[config.mk]
export PLATFORM = sky130hd
export DESIGN_NAME = pvas_vec_stage
export DESIGN_NICKNAME = d
export VERILOG_FILES = /design/src/sv/pvas_pkg.sv /design/src/sv/pvas_vec_stage.sv
export SDC_FILE = /design/constraint.sdc
export NUM_CORES = 1
export LEC_CHECK = 0
export ABC_CLOCK_PERIOD_IN_PS = 6800
export BUFFER_PORTS_ARGS = -buffer_cell sky130_fd_sc_hd__buf_2
export CORE_UTILIZATION = 45
export CTS_CLUSTER_SIZE = 20
export DETAILED_ROUTE_END_ITERATION = 7
export PLACE_DENSITY = 0.73
export SYNTH_ARGS = -nofsm -noshare
export SYNTH_HDL_FRONTEND = slang
export SYNTH_SLANG_ARGS = --single-unit
[constraint.sdc]
create_clock -name clk -period 6.8 [get_ports clk]
set_input_delay 0.68 -clock clk [delete_from_list [all_inputs] [get_ports clk]]
set_output_delay 0.68 -clock clk [all_outputs]
set_load 0.01 [all_outputs]
[src/sv/pvas_pkg.sv]
package pvas_pkg;

  localparam int CORDIC_STAGES = 16;
  localparam int ANGLE_BITS    = 16;
  localparam int TBL_LEN       = 24;
  localparam int NSTG          = (CORDIC_STAGES < TBL_LEN) ? CORDIC_STAGES : TBL_LEN;
  localparam int RW            = 33;
  localparam int VW            = 35;
  localparam int PIPE_DEPTH    = 2 * NSTG + 5;
  localparam logic [31:0] GAIN_INV = 32'h9B74EDA8;
  localparam logic [31:0] HALF_TURN = 32'h80000000;

  typedef struct packed {
    logic        op;
    logic [15:0] angle_a;
    logic [15:0] mag_a;
    logic [15:0] angle_b;
    logic [15:0] mag_b;
  } req_t;

  typedef struct packed {
    logic [15:0] angle_out;
    logic [16:0] mag_out;
    logic        zero_result;
  } rsp_t;

  typedef struct packed {
    logic signed [RW-1:0] x;
    logic signed [RW-1:0] y;
    logic signed [31:0]   z;
    logic [1:0]           q;
  } rot_t;

  typedef struct packed {
    logic signed [VW-1:0] x;
    logic signed [VW-1:0] y;
    logic [31:0]          z;
  } vec_t;

  function automatic logic [31:0] atan_lut(input int i);
    logic [31:0] r;
    case (i)
      0: r = 32'h20000000;  1: r = 32'h12E4051E;  2: r = 32'h09FB385B;
      3: r = 32'h051111D4;  4: r = 32'h028B0D43;  5: r = 32'h0145D7E1;
      6: r = 32'h00A2F61E;  7: r = 32'h00517C55;  8: r = 32'h0028BE53;
      9: r = 32'h00145F2F; 10: r = 32'h000A2F98; 11: r = 32'h000517CC;
      12: r = 32'h00028BE6; 13: r = 32'h000145F3; 14: r = 32'h0000A2FA;
      15: r = 32'h0000517D; 16: r = 32'h000028BE; 17: r = 32'h0000145F;
      18: r = 32'h00000A30; 19: r = 32'h00000518; 20: r = 32'h0000028C;
      21: r = 32'h00000146; 22: r = 32'h000000A3; 23: r = 32'h00000051;
      default: r = 32'h0;
    endcase
    return r;
  endfunction

  function automatic logic [31:0] to_phase(input logic [15:0] ang);
    logic [63:0] w;
    w = 64'(ang) << (32 - ANGLE_BITS);
    return w[31:0];
  endfunction

endpackage

[src/sv/pvas_vec_stage.sv]
module pvas_vec_stage
  import pvas_pkg::*;
(
  input  logic        clk,
  input  logic        en,
  input  logic [4:0]  shift,
  input  logic [31:0] atan,
  input  vec_t        d,
  output vec_t        q
);

  vec_t nxt;

  always_comb begin
    if (d.y >= 0) begin
      nxt.x = d.x + (d.y >>> shift);
      nxt.y = d.y - (d.x >>> shift);
      nxt.z = d.z + atan;
    end else begin
      nxt.x = d.x - (d.y >>> shift);
      nxt.y = d.y + (d.x >>> shift);
      nxt.z = d.z - atan;
    end
  end

  always_ff @(posedge clk) begin
    if (en) begin
      q <= nxt;
    end
  end

endmodule

======== Word level (Yosys, flattened, before mapping) ========
Index checks and enable logic that the tools add are counted.
storage, ports and cells
  register bits after elaboration ......... 102
  bits in latches ......................... 0
  bits in writable memories ............... 0
  ROM bits ................................ 0
  output and inout port bits .............. 102
  word-level logic and storage cells ...... 13
  memories kept ........................... 0
cells by class
  add/sub/neg operators ................... 6
  $mul .................................... 0
  div/mod/pow operators ................... 0
  magnitude comparators ................... 1
  equality and inequality tests ........... 0
  shifts and indexed selects .............. 2
  multiplexer cells ....................... 1
  bitwise logic cells ..................... 0
  reductions and logical operators ........ 0
operator list
  operator                                                                 number
  102-bit two-way mux                                                      1
  35-bit adder                                                             2
  35-bit by 5-bit >>> shifter with 35-bit output                           2
  35-bit subtractor                                                        2
  35-bit by 1-bit >= comparator with 1-bit output (second input constant)  1
  32-bit adder                                                             1
  32-bit subtractor                                                        1

======== Logic depth before layout (Yosys ltp) ========
  word-level depth ........................ 3
  mapped depth ............................ 30
  depth with buffers taken out ............ 24

======== Worst setup path after synthesis ========
No wires, ideal clock.
  kind .................................... input-to-reg
  start point ............................. in shift[1]
  end point ............................... reg q[100] (netlist bit) (data pin)
  library setup time ...................... 0.258 ns
  data arrival time ....................... 6.236 ns
  slack ................................... 0.307 ns
  stages .................................. 27
  buffers on the path ..................... 6
  cells stage by stage .................... buf_6 -> buf_12 -> buf_6 -> buf_2 -> buf_2 -> mux4_2 -> mux4_2 -> a21boi_0 -> ha_1 -> nand2_1 -> nor4_1 -> or4b_2 -> clkbuf_1 -> o41ai_1 -> xnor2_1 -> nor2_1 -> ha_1 -> a21o_1 -> a21oi_1 -> nor2_1 -> nor2_1 -> o31ai_1 -> a2111oi_0 -> nor2_1 -> a311o_1 -> a21oi_1 -> xnor2_1
RTL lines
  element                 RTL line              RTL
  start: declaration      pvas_vec_stage.sv:6   input logic [4:0] shift,
  end signal: assignment  pvas_vec_stage.sv:28  q <= nxt;
  end: declaration        pvas_vec_stage.sv:9   output vec_t q

==> summary.md <==
| Metric | Value |
|---|---|
| Critical Path AT | `6480 ps` |
| Vias in the first global route | `14.1k` |
| Cell count after synthesis | `1,553` |
| Clock root buffer | `clkbuf_16` |
| Multi-input gate area | `11,100 um^2` |
| WHS Path Cells | `2` |
| Seq. cell area | `3060 um^2` |
| DRT Pass-1 Iters | `7` |
| WL per Instance | `22.3 um` |
| Core area | `31,900 um^2` |
| Ports | `243` |
| PortBufs | `242` |
| Clock Tree Buf Depth | `2` |
| Least-Margin Pin Slew | `803 ps` |
| Synth warn | `0` |
| Leakage | `0.00752 uW` |
| Share of cells above drive strength 1 | `0.314` |
| Max VDD drop | `0.000139 V` |
| Die area | `33,500 um^2` |
| Core Rows | `between 60 and 70` |
| Max reg flops | `roughly 100` |
| TritonCTS clock tree | `built` |
| Max Cap Viol | `0` |
| Hold Path Class | `in -> reg` |
| Unrepaired setup endpoints after global routing | `false` |
| Die span in y | `approximately 180 um` |
| Fillers | `2,919` |
| Initial Util | `0.463` |
| Final period util | `0.935` |
| H-tree depth | `3` |
| Gpl congestion | `1.03` |
| Share of total power in the clock network | `0.147` |
| Fin crit period | `6360 ps` |
| Post-CTS setup repair buffer count | `0` |
| Yosys top cell by area | `edfxtp_1` |
| Tot Pwr | `3610 uW` |
| DRC errors left | `0` |
| First-pass GRT wire length | `79,500 um` |
| ANT nets after route | `0` |
| Top cells by area, synth | `edfxtp_1, mux4_2, ha_1` |
| Commonest cells post-synth | `xnor2_1, nand2_1, o21ai_0, ha_1, edfxtp_1` |
| Internal power | `between 2000 and 2500 uW` |
| Pins over their slew limit | `0` |
| Post-synthesis area per instance | `9.50 um^2` |
| Clk sinks | `102` |
| Post-Syn Nets | `1,800` |
| Top reg by flops | `q` |
| CP Class | `in -> reg` |
| Fin. Hold Viols | `0` |
| Synthesized cell area | `between 10,000 and 15,000 um^2` |
| Initial antenna violation count | `4` |
| Number of flops mapped to enable cells by yosys | `102` |
| Post-Route WL | `52,300 um` |
| Setup TNS | `0 ps` |
| Switching share of power | `0.395` |
| Crit. End Element | `flip-flop` |
| P_sw | `1430 uW` |
| Inst Count DP | `2,332` |
| Hpwl dp | `41,700 um` |
| Gr usage total | `0.308` |
| Power Dens Cells | `202 nW/um^2` |
| CTS clk-pin slew, worst paths | `70 ps` |
| Via count | `around 15k` |
| Sequential area share after synthesis | `0.208` |
| Critical Path RT | `6930 ps` |
| Endpoints failing setup | `0` |
| Yosys top cell area share | `0.208` |
| Logic gate share of total power | `0.584` |
| Area Growth Syn to Fin | `21.3%` |
| 1st-iter DRT viols | `1,335` |
| Primary FF master, synth | `edfxtp_1` |
| Outcome | `completed` |
| Post-CTS sizing | `0` |
| CTS Buf Count | `9` |
| Max Clk Rate | `157 MHz` |
| Share of power burned in registers | `0.269` |
| Non-filler cells, final | `2,346` |
| Top flop regs | `q (102)` |
| # diodes | `0` |
| Largest net degree at the start of global routing | `64` |
| Grt ovf | `0` |
| Worst Path Max Fanout | `17` |
| Via/cell ratio | `6.27` |
| Async S/R FF share, synth | `0` |
| Top-count cell post-synth | `xnor2_1` |
| Layout Nets | `2,155` |
| Hold-fix buffers at CTS | `0` |
| Yosys reg bits | `102` |
| Worst slew margin | `0.465` |
| Die W | `183 um` |
| Startpoint type of the worst setup path | `primary input` |
| Synth unique cells | `between 80 and 90` |
[logic make-up (layout without fill, tap and decap cells)]
| family | Yosys count | count (layout) | share of synthesized area |
|---|---|---|---|
| AO/OA/AOI/OAI | 459 | 459 | 0.206 |
| AND/OR/NAND/NOR | 398 | 398 | 0.134 |
| XOR/XNOR | 185 | 185 | 0.110 |
| multiplexers | 176 | 176 | 0.212 |
| buffers and inverters | 127 | 485 | 0.0396 |
| adder cells (fa/ha/maj) | 106 | 106 | 0.0914 |
| flip-flops | 102 | 102 | 0.208 |
[power by group through the flow]
stage / Sequential [uW] / Clock (uW) / Combinational [uW]
5_1_grt: 985 / 568 / 2280
3_5_place_dp: 986 / 0 / 2080
3_3_place_gp: 984 / 0 / 2050
4_1_cts: 974 / 545 / 2090
2_1_floorplan: 1080 / 0 / 1210
6_report: 971 / 533 / 2110
[cell type report]
type                    count  area share
multi-input cells        1324       0.621
flip-flops and latches    102       0.171
clock inverters             5     0.00335
inverters                  50      0.0105
clock buffers               9      0.0126
repair buffers            421       0.151
well taps                 435      0.0304
[per-stage QoR]
stage          setup slack [ps]  hold WS, ps   util  area [um^2]
2_1_floorplan               307          792      -        14800
3_3_place_gp                177         1050  0.553        17600
3_5_place_dp                154         1030  0.553        17600
4_1_cts                     538          658  0.562        17900
5_1_grt                    93.9          654  0.562        17900
6_report                    443          656  0.562        17900
[layout by cell type, fill, tap and decap left out, types with 13 or more instances in the layout]
| cell | count |
|---|---|
| xnor2_1 | 142 |
| nor2_1 | 95 |
| a211oi_1 | 13 |
| nand2_1 | 130 |
| xor2_1 | 43 |
| o31ai_1 | 24 |
| buf_4 | 170 |
| or3_1 | 16 |
| a21oi_1 | 94 |
| o211ai_1 | 14 |
| mux2i_1 | 41 |
| o21bai_1 | 18 |
| o21ai_0 | 113 |
| nand3_1 | 19 |
| ha_1 | 103 |
| edfxtp_1 | 102 |
| o21a_1 | 22 |
| inv_1 | 46 |
| nand2b_1 | 28 |
| buf_2 | 239 |
| nor3_1 | 14 |
| and2_1 | 17 |
| mux4_2 | 101 |
| mux2_2 | 30 |
| a21o_1 | 45 |
[critical path, cell delays in order]
cell and delay [ps]:
buf_4 310, buf_12 190, mux4_2 510, mux2i_1 330
o22ai_1 130, a211oi_1 290, buf_4 200, nand4_1 120
buf_4 180, or3_1 380, o31ai_1 300, xnor2_1 180
ha_1 290, a21o_1 210, a221o_1 410, o2111ai_1 200
o211ai_1 180, o21ai_0 250, buf_4 150, and2_1 140
o21ai_0 150, a221oi_1 380, o21ai_0 190, xnor2_1 150
[layer usage]
metal  share of wire  global-route usage
met1            0.39               0.391
met2            0.48               0.523
met3           0.096              0.0526
met4           0.034               0.119
met5               0                   0
[final timing paths]
| check | start | end | slack, ps |
|---|---|---|---|
| min | d[67] | q[67]$_DFFE_PP_ | 660 |
| max | shift[1] | q[101]$_DFFE_PP_ | 440 |
Note: power is estimated with default switching activity, not from simulation.
