--- src/sv/pvas_pkg.sv ---
package pvas_pkg;

  localparam int CORDIC_STAGES = 16;
  localparam int ANGLE_BITS    = 16;
  localparam int TBL_LEN       = 24;
  localparam int NSTG          = (CORDIC_STAGES < TBL_LEN) ? CORDIC_STAGES : TBL_LEN;
  localparam int RW            = 33;
  localparam int VW            = 35;
  localparam int PIPE_DEPTH    = 2 * NSTG + 5;
  localparam logic [31:0] GAIN_INV = 32'h9B74EDA8;
  localparam logic [31:0] HALF_TURN = 32'h80000000;

  typedef struct packed {
    logic        op;
    logic [15:0] angle_a;
    logic [15:0] mag_a;
    logic [15:0] angle_b;
    logic [15:0] mag_b;
  } req_t;

  typedef struct packed {
    logic [15:0] angle_out;
    logic [16:0] mag_out;
    logic        zero_result;
  } rsp_t;

  typedef struct packed {
    logic signed [RW-1:0] x;
    logic signed [RW-1:0] y;
    logic signed [31:0]   z;
    logic [1:0]           q;
  } rot_t;

  typedef struct packed {
    logic signed [VW-1:0] x;
    logic signed [VW-1:0] y;
    logic [31:0]          z;
  } vec_t;

  function automatic logic [31:0] atan_lut(input int i);
    logic [31:0] r;
    case (i)
      0: r = 32'h20000000;  1: r = 32'h12E4051E;  2: r = 32'h09FB385B;
      3: r = 32'h051111D4;  4: r = 32'h028B0D43;  5: r = 32'h0145D7E1;
      6: r = 32'h00A2F61E;  7: r = 32'h00517C55;  8: r = 32'h0028BE53;
      9: r = 32'h00145F2F; 10: r = 32'h000A2F98; 11: r = 32'h000517CC;
      12: r = 32'h00028BE6; 13: r = 32'h000145F3; 14: r = 32'h0000A2FA;
      15: r = 32'h0000517D; 16: r = 32'h000028BE; 17: r = 32'h0000145F;
      18: r = 32'h00000A30; 19: r = 32'h00000518; 20: r = 32'h0000028C;
      21: r = 32'h00000146; 22: r = 32'h000000A3; 23: r = 32'h00000051;
      default: r = 32'h0;
    endcase
    return r;
  endfunction

  function automatic logic [31:0] to_phase(input logic [15:0] ang);
    logic [63:0] w;
    w = 64'(ang) << (32 - ANGLE_BITS);
    return w[31:0];
  endfunction

endpackage

--- src/sv/pvas_rot_stage.sv ---
module pvas_rot_stage
  import pvas_pkg::*;
(
  input  logic        clk,
  input  logic        en,
  input  logic [4:0]  shift,
  input  logic [31:0] atan,
  input  rot_t        d,
  output rot_t        q
);

  rot_t nxt;

  always_comb begin
    nxt = d;
    if (d.z >= 0) begin
      nxt.x = d.x - (d.y >>> shift);
      nxt.y = d.y + (d.x >>> shift);
      nxt.z = d.z - $signed(atan);
    end else begin
      nxt.x = d.x + (d.y >>> shift);
      nxt.y = d.y - (d.x >>> shift);
      nxt.z = d.z + $signed(atan);
    end
  end

  always_ff @(posedge clk) begin
    if (en) begin
      q <= nxt;
    end
  end

endmodule

--- config.mk ---
export PLATFORM = sky130hd
export DESIGN_NAME = pvas_rot_stage
export DESIGN_NICKNAME = d
export VERILOG_FILES = /design/src/sv/pvas_pkg.sv /design/src/sv/pvas_rot_stage.sv
export SDC_FILE = /design/constraint.sdc
export NUM_CORES = 1
export LEC_CHECK = 0
export BUFFER_PORTS_ARGS = -buffer_cell sky130_fd_sc_hd__buf_2
export CORE_UTILIZATION = 60
export DETAILED_ROUTE_END_ITERATION = 12
export PLACE_DENSITY_LB_ADDON = 0.2
export SYNTH_ARGS = -nofsm -noshare
export SYNTH_HDL_FRONTEND = slang
export SYNTH_SLANG_ARGS = --single-unit
--- constraint.sdc ---
create_clock -name clk -period 25 [get_ports clk]
set_input_delay 5 -clock clk [delete_from_list [all_inputs] [get_ports clk]]
set_output_delay 5 -clock clk [all_outputs]
set_load 0.005 [all_outputs]
* Yosys cells after proc, flatten, opt, wreduce, memory -nomap -nowiden
Cells that the tools add are included.
** Word-level totals
- Bits in registers :: 100
- Output and inout bits :: 100
** Cells by class
- Order comparisons :: 1
- Add/subtract/negate cells :: 6
- Multiplexer cells :: 1
- Shift-type cells :: 2
** Operators by type and width (number)
- $mux W98 :: 1
- $add A33 B33 Y33 :: 2
- $sshr A33 B5 Y33 :: 2
- $sub A33 B33 Y33 :: 2
- $add A32 B32 Y32 :: 1
- $ge A32 B1 Y1 const B :: 1
- $sub A32 B32 Y32 :: 1

* Longest topological paths before layout
Gate-level depths: netlist of the first run.
- Depth in word-level cells :: 3
- Gate-level depth with buffers :: 30

* Worst setup path before layout of the first run
No wires, ideal clock.
- Kind :: input to register
- Start :: input shift[4]
- End :: register q[98] (netlist bit), data pin
- Path slack :: 13.638 ns
- Required time :: 24.742 ns
- Cell stages on the path :: 27
- Arrival :: 11.104 ns
- Cells stage by stage :: clkbuf_1 clkbuf_1 clkbuf_1 clkbuf_1 clkbuf_1 buf_1 clkbuf_1 a311oi_1 a21oi_1 ha_1 nor4b_1 nand4bb_1 or2_2 nor2_1 nor2_1 xnor2_1 ha_1 clkbuf_1 a2111oi_0 o21ai_0 a32o_1 a31oi_1 o21ai_0 a2111oi_0 nor2_1 a311o_1 xor2_1
** RTL lines
- start: declaration :: line pvas_rot_stage.sv:6 : input logic [4:0] shift,
- end signal: assignment :: line pvas_rot_stage.sv:29 : q <= nxt;
- end: declaration :: line pvas_rot_stage.sv:9 : output rot_t q

==> results.ini, run 1 <==
[layout]
largest_reg_flops=100
drive_gt1_share_pct=23.45
regMostFlops=q
nets=1946
areaGrowthSynthToFinish_pct=11.25
stdcell_count=2023
n_antenna_cell=0
top_regs=q x100

[logic_synthesis]
yosys.area.top_type=edfxtp_1
ys_async_sr_fraction_pct=0
ys_seq_area_share_pct=21.16
syn_area_mm2=0.01419
synth_edf_count=100
synth_area_leaders=edfxtp_1 (21%), mux4_2 (11%), ha_1 (8.7%), xor2_1 (5.4%), xnor2_1 (5.1%)
yosysWarningCount=0
synth_top_area_share_pct=21.16
synth_fp_nets=1756
synth_seq_cells=100
synth_cell_types=96
synth_area_per_cell_um2=9.369
syn_inst=1515
synth_ff_type=edfxtp_1

[routing]
viasPerCell=6.892
dr.pass1.iters=6
drt_iter0_markers=1770
vias=13940
wirelength_mm=46.27
drc_errors=0
ant_nets=0
avgRoutedWirePerCell_um=22.87

[clock_network]
cts_tree=yes
cts_resized=0
postCtsSetupRepairBufs=0
cts_hold_buf=0
cts.path.max_buffers=2
clk_pin_slew_ps=80
cts_root_buf=clkbuf_16
cts_made_buffers=9
clock_sinks=100
h-tree-depth=3

[timing]
finalHoldViolCount=0
worst_pin_slew_ps=1024
rsz0062_at_grt=no
tns_ps=0
setup_slack_ps=12960
maxSlewHeadroom_pct=31.75
whs_ps=4811
fmax_ghz=0.08306
slew_violations=0
post-route-min-period_ps=12040
period_share_pct=48.16
setup_violations=0

[worst_setup_path]
critPathLaunchType=input port
cpPeakStageDelay_ps=810
path_cells=buf_4 -> buf_4 -> mux4_1 -> mux4_2 -> a21oi_1 -> ha_1 -> nor4b_1 -> nand4bb_1 -> or2_2 -> nor2_1 -> nor2_1 -> xnor2_1 -> ha_1 -> a2111oi_0 -> o21ai_0 -> a32o_1 -> a31oi_1 -> o21ai_0 -> a2111oi_0 -> nor2_1 -> a311o_1 -> xor2_1
path_max_fanout=70
cpMostUsedCell=nor2_1
crit_path_top_delay_cell=buf_4
cp-end-kind=flop
critical_path_class=input port to flop
critPathRequiredTime_ps=25120
worst_ep_arrival_time_ps=12160

[power]
leakage_uw=0.006462
ir_worst_vdd_uv=41.85
power_density_mw_per_mm2=55.94
power_uw=883.3

[floorplanning]
core_mm2=0.02292
die_x_um=155.8
rows=55
io_pins=239
die_height_um=155.8
die_area_mm2=0.02428
initial_core_util_pct=61.94

[status]
outcome=finished clean

[grt]
grt_max_degree=85
gr-total-overflow=0
grt_pass1_wl_mm=70.57
grt_antenna_before_repair=2
groute.usage.overall_pct=37.59
grt_pass1_vias=12680

[place]
dp_hpwl_mm=35.57
dp_cells=2007
port_buffers=238
place.gp.congestion=0.9903
preCtsSetupSlack_ps=12650

[run]
drv_cap=0

[worst_hold_path]
hold_class=input port to flop

[synth_stat cells, types with 19 or more instances]
library cell	n
a211oi_1	22
a21o_1	44
a21oi_1	97
and3_1	22
clkbuf_1	33
edfxtp_1	100
ha_1	99
inv_1	28
mux2_2	29
mux2i_1	38
mux4_2	70
nand2_1	125
nand2b_1	27
nand3_1	23
nor2_1	95
nor3_1	35
o211ai_1	19
o21a_1	29
o21ai_0	89
o31ai_1	27
xnor2_1	83
xor2_1	87
[path summary, 6_finish.rpt]
check     start     to  slack (ps)  depth (start not counted)
max    shift[1]  q[98]       12960                         22
min        d[1]   q[1]        4810                          1
[final cells by class]
cell class	count	area [um2]
Multi-Input combinational cell	1313	10710
Fill cell	1879	7126
Sequential cell	100	3003
Timing Repair Buffer	251	1296
Tap cell	313	391.6
Clock buffer	10	229.0
Inverter	30	112.6
Clock inverter	6	51.30
[where the power goes]
group,leakage [uW],switching (uW),internal (uW)
Combinational,0.00534,271,209
Clock,0.000140,73.8,69.7
Sequential,0.000979,10.9,248
[placed cells by master, fill, tap and decap left out, types with 9 or more instances in the layout]
cell       count
buf_2        235
nand2_1      125
edfxtp_1     100
ha_1          99
a21oi_1       97
nor2_1        94
o21ai_0       89
xor2_1        87
xnor2_1       83
mux4_2        70
a21o_1        44
mux2i_1       38
nor3_1        35
mux2_2        29
o21a_1        29
inv_1         28
nand2b_1      27
o31ai_1       27
nand3_1       23
and3_1        22
a211oi_1      22
o211ai_1      19
nor2b_1       17
a31oi_1       17
buf_4         16
or3_1         13
nor4_1        13
mux4_1        11
or4_1         10
o22ai_1       10
o21bai_1      10
a221oi_1       9
clkbuf_16      9
[critical path, delay by kind of cell]
kind / cells / cell delay (ps)
AO/OA/AOI/OAI: 8 / 2520
adder cells (fa/ha/maj): 2 / 600
AND/OR/NAND/NOR: 6 / 1290
multiplexers: 2 / 1180
buffers and inverters: 2 / 1210
XOR/XNOR: 2 / 300
[through the flow]
step	instance area (um2)	util [%]
2_1_floorplan	14190	-
3_3_place_gp	15510	67.68
3_5_place_dp	15510	67.68
4_1_cts	15790	68.91
5_1_grt	15790	68.91
6_report	15790	68.91
[cell families (layout without fill, tap and decap cells)]
logic type,Yosys count,count (layout),share of synthesized area (%)
fa+ha+maj,102,102,9.150
xor+xnor,170,170,10.49
buf+inv,102,297,3.429
mux,148,148,18.12
flops,100,100,21.16
compound gates,463,463,22.22
simple gates,430,430,15.43
[layer usage]
metal	GRT usage (%)	wire length [um]	share of wire [%]	vias up
met3	8.806	5648	12	127
li1	-	-	-	6303
met4	13.77	1447	3.1	4
met2	59.10	20700	45	907
met1	50.39	18440	40	6601
met5	0	28	0.061	-
No activity file was read; power rests on OpenSTA's default activity.
==> inputs of run 2 (changes only) <==
--- a/config.mk
+++ b/config.mk
@@ -6,7 +6,7 @@
 export NUM_CORES = 1
 export LEC_CHECK = 0
 export BUFFER_PORTS_ARGS = -buffer_cell sky130_fd_sc_hd__buf_2
-export CORE_UTILIZATION = 60
+export CORE_UTILIZATION = 59
 export DETAILED_ROUTE_END_ITERATION = 12
 export PLACE_DENSITY_LB_ADDON = 0.2
 export SYNTH_ARGS = -nofsm -noshare
==> constraint.sdc (replaced) <==
create_clock -name clk -period 11.5 [get_ports clk]
set_input_delay 2.3 -clock clk [delete_from_list [all_inputs] [get_ports clk]]
set_output_delay 2.3 -clock clk [all_outputs]
set_load 0.005 [all_outputs]
==> run 2 against run 1 <==
  * Count of clock-buffer cells in the layout did not move
  * Power rose by 120%
  * Non-clock buffer count fell by 1
  * Largest power group unchanged
  * Critical endpoint unchanged
  * Die area rose by 1.7%
  * Utilization fell by 1.8 points
  * Critical path depth rose by 1
  * Global-route usage fell by 0.87 points
  * Sequential power rose by 120%
  * First-iteration DRC count fell by 2.2%
  * Largest cell class unchanged
  * Setup slack got worse by 11000 ps
  * Worst hold slack got worse by 2700 ps
  * Combinational power rose by 120%
==> results.ini, run 2 (synthesis gave the netlist of run 1 again) <==
[grt]
gr-total-overflow=0  ; unchanged
grt_pass1_wl_mm=69.63  ; was 70.57 mm
grt_antenna_before_repair=2  ; unchanged
groute.usage.overall_pct=36.72  ; was 37.59%
grt_pass1_vias=12550  ; was 12,680
grt_max_degree=85  ; unchanged

[clock_network]
clock_sinks=100  ; unchanged
cts_tree=yes  ; unchanged
cts_made_buffers=9  ; unchanged
clk_pin_slew_ps=80  ; about the same
cts_root_buf=clkbuf_16  ; unchanged
cts.path.max_buffers=2  ; unchanged
cts_resized=0  ; unchanged
cts_hold_buf=0  ; unchanged
h-tree-depth=3  ; unchanged
postCtsSetupRepairBufs=0  ; unchanged

[layout]
layout_commonest_cell=buf_2  ; unchanged
nets=1945  ; was 1,946
largest_reg_flops=100  ; unchanged
multi_input_area_mm2=0.01071  ; about the same
top_regs=q x100  ; unchanged
final-seq-area_mm2=0.003003  ; unchanged
fin_area_mm2=0.01580  ; was 0.01579 mm2
utilization_pct=67.09  ; was 68.91%
regMostFlops=q  ; unchanged
final_cell_mix=buf_2 (235), nand2_1 (125), edfxtp_1 (100), ha_1 (99), a21oi_1 (97)  ; unchanged
areaGrowthSynthToFinish_pct=11.28  ; was 11.25%
fillers=1955  ; was 1,879
drive_gt1_share_pct=23.41  ; was 23.45%

[routing]
avgRoutedWirePerCell_um=22.71  ; was 22.87 um
ant_nets=0  ; unchanged
drc_errors=0  ; unchanged
dr.pass1.iters=6  ; unchanged
drt_iter0_markers=1731  ; was 1,770
viasPerCell=6.884  ; was 6.892
vias=13970  ; was 13,940
wirelength_mm=46.07  ; was 46.27 mm

[worst_setup_path]
path_max_fanout=70  ; unchanged
critPathRequiredTime_ps=11610  ; was 25,120 ps
cp-end-kind=flop  ; unchanged
worst_ep_arrival_time_ps=9260  ; was 12,160 ps
critPathLaunchType=input port  ; unchanged
critical_path_class=input port to flop  ; unchanged

[place]
place.gp.congestion=1.041  ; was 0.9903
port_buffers=238  ; unchanged
dp_hpwl_mm=35.38  ; was 35.57 mm
place_area_mm2=0.01551  ; about the same
preCtsSetupSlack_ps=2123  ; was 12,650 ps

[power]
p_comb_share_pct=54.1  ; was 54.4%
clkPwrFrac_pct=16.5  ; was 16.2%
power_density_mw_per_mm2=121.5  ; was 55.94 mW/mm2
seq_power_share_pct=29.4  ; was 29.3%
p_switching_uw=773.7  ; was 356.0 uW
internal_power_uw=1145  ; was 527.2 uW
ir_worst_vdd_uv=74.21  ; was 41.85 uV
p_sw_share_pct=40.31  ; about the same
leakage_uw=0.006458  ; was 0.006462 uW

[floorplanning]
die_area_mm2=0.02468  ; was 0.02428 mm2
die_x_um=157.1  ; was 155.8 um
die_height_um=157.1  ; was 155.8 um
initial_core_util_pct=60.29  ; was 61.94%
rows=56  ; was 55
core_mm2=0.02354  ; was 0.02292 mm2
io_pins=239  ; unchanged

[worst_hold_path]
hold_class=input port to flop  ; unchanged
holdPathStages=1  ; unchanged
hold_end=q[1]  ; unchanged
hold_path.startpoint=d[1]  ; unchanged

[timing]
finalHoldViolCount=0  ; unchanged
worst_pin_slew_ps=947.9  ; was 1024 ps
fmax_ghz=0.1093
setup_violations=0  ; unchanged
slew_violations=0  ; unchanged
maxSlewHeadroom_pct=36.46  ; was 31.75%
rsz0062_at_grt=no  ; unchanged
tns_ps=0  ; unchanged
setup_slack_ps=2352  ; was 12,960 ps
period_share_pct=79.55
post-route-min-period_ps=9148

[status]
outcome=finished clean  ; unchanged

[run]
drv_cap=0  ; unchanged

-- run 2: cell count changes in the layout (fill, tap and decap cells not counted), sizes merged --
cell,previous run,this run
diode,0,1
buf,251,250
-- run 2: worst max path at each step --
stage | to | slack (ps) | from | depth (start not counted)
global placement | q[98] | 2310 | shift[1] | 23
floorplan | q[98] | 2840 | shift[4] | 27
CTS | q[98] | 2480 | shift[1] | 23
global route | q[98] | 1950 | shift[1] | 23
detailed placement | q[98] | 2120 | shift[1] | 23
finish | q[98] | 2350 | shift[1] | 23
-- run 2: layout make-up --
cell class,instances,area share (%)
multi-input combinational,1313,67.80
timing repair buffer,250,8.159
tap,319,2.527
clock inverter,6,0.3248
antenna,1,0.01584
clock buffer,10,1.450
sequential,100,19.01
inverter,30,0.7129
-- run 2: power by group through the flow --
stage	clock (uW)	sequential, uW	combinational, uW
6_report	316	565	1040
5_1_grt	330	573	1130
4_1_cts	320	565	1020
3_5_place_dp	0	573	1010
3_3_place_gp	0	570	998
2_1_floorplan	0	585	688
-- run 2: through the flow --
stage / std cells / total power [uW] / hold slack (ps)
final: 2029 / 1919 / 2109
after global routing: 2028 / 2034 / 2095
after CTS: 2028 / 1903 / 2105
after detailed placement: 2012 / 1585 / 2481
after global placement: 2012 / 1567 / 2479
after floorplan: 1515 / 1273 / 2399
-- run 2: metal layers --
metal,share of wire (%),global-route usage (%),routed length (um),vias to the layer above
met5,0.026,0,12,-
met4,3.7,13.96,1711,2
met3,11,8.040,5204,129
met2,44,56.91,20230,921
met1,41,50.04,18910,6610
li1,-,-,-,6306
-- run 2: worst max-delay path: stages --
cell,delay [ps]
buf_4,670
mux4_2,650
a222oi_1,630
a21oi_1,210
nand2_1,120
o21a_1,150
ha_1,190
nor4b_1,240
nand4bb_1,180
or2_2,390
nor2_1,180
nor2_1,80
xnor2_1,150
ha_1,370
a2111oi_0,430
o21ai_0,160
a32o_1,220
a31oi_1,350
o21ai_0,280
a2111oi_0,570
nor2_1,170
a311o_1,390
xor2_1,150
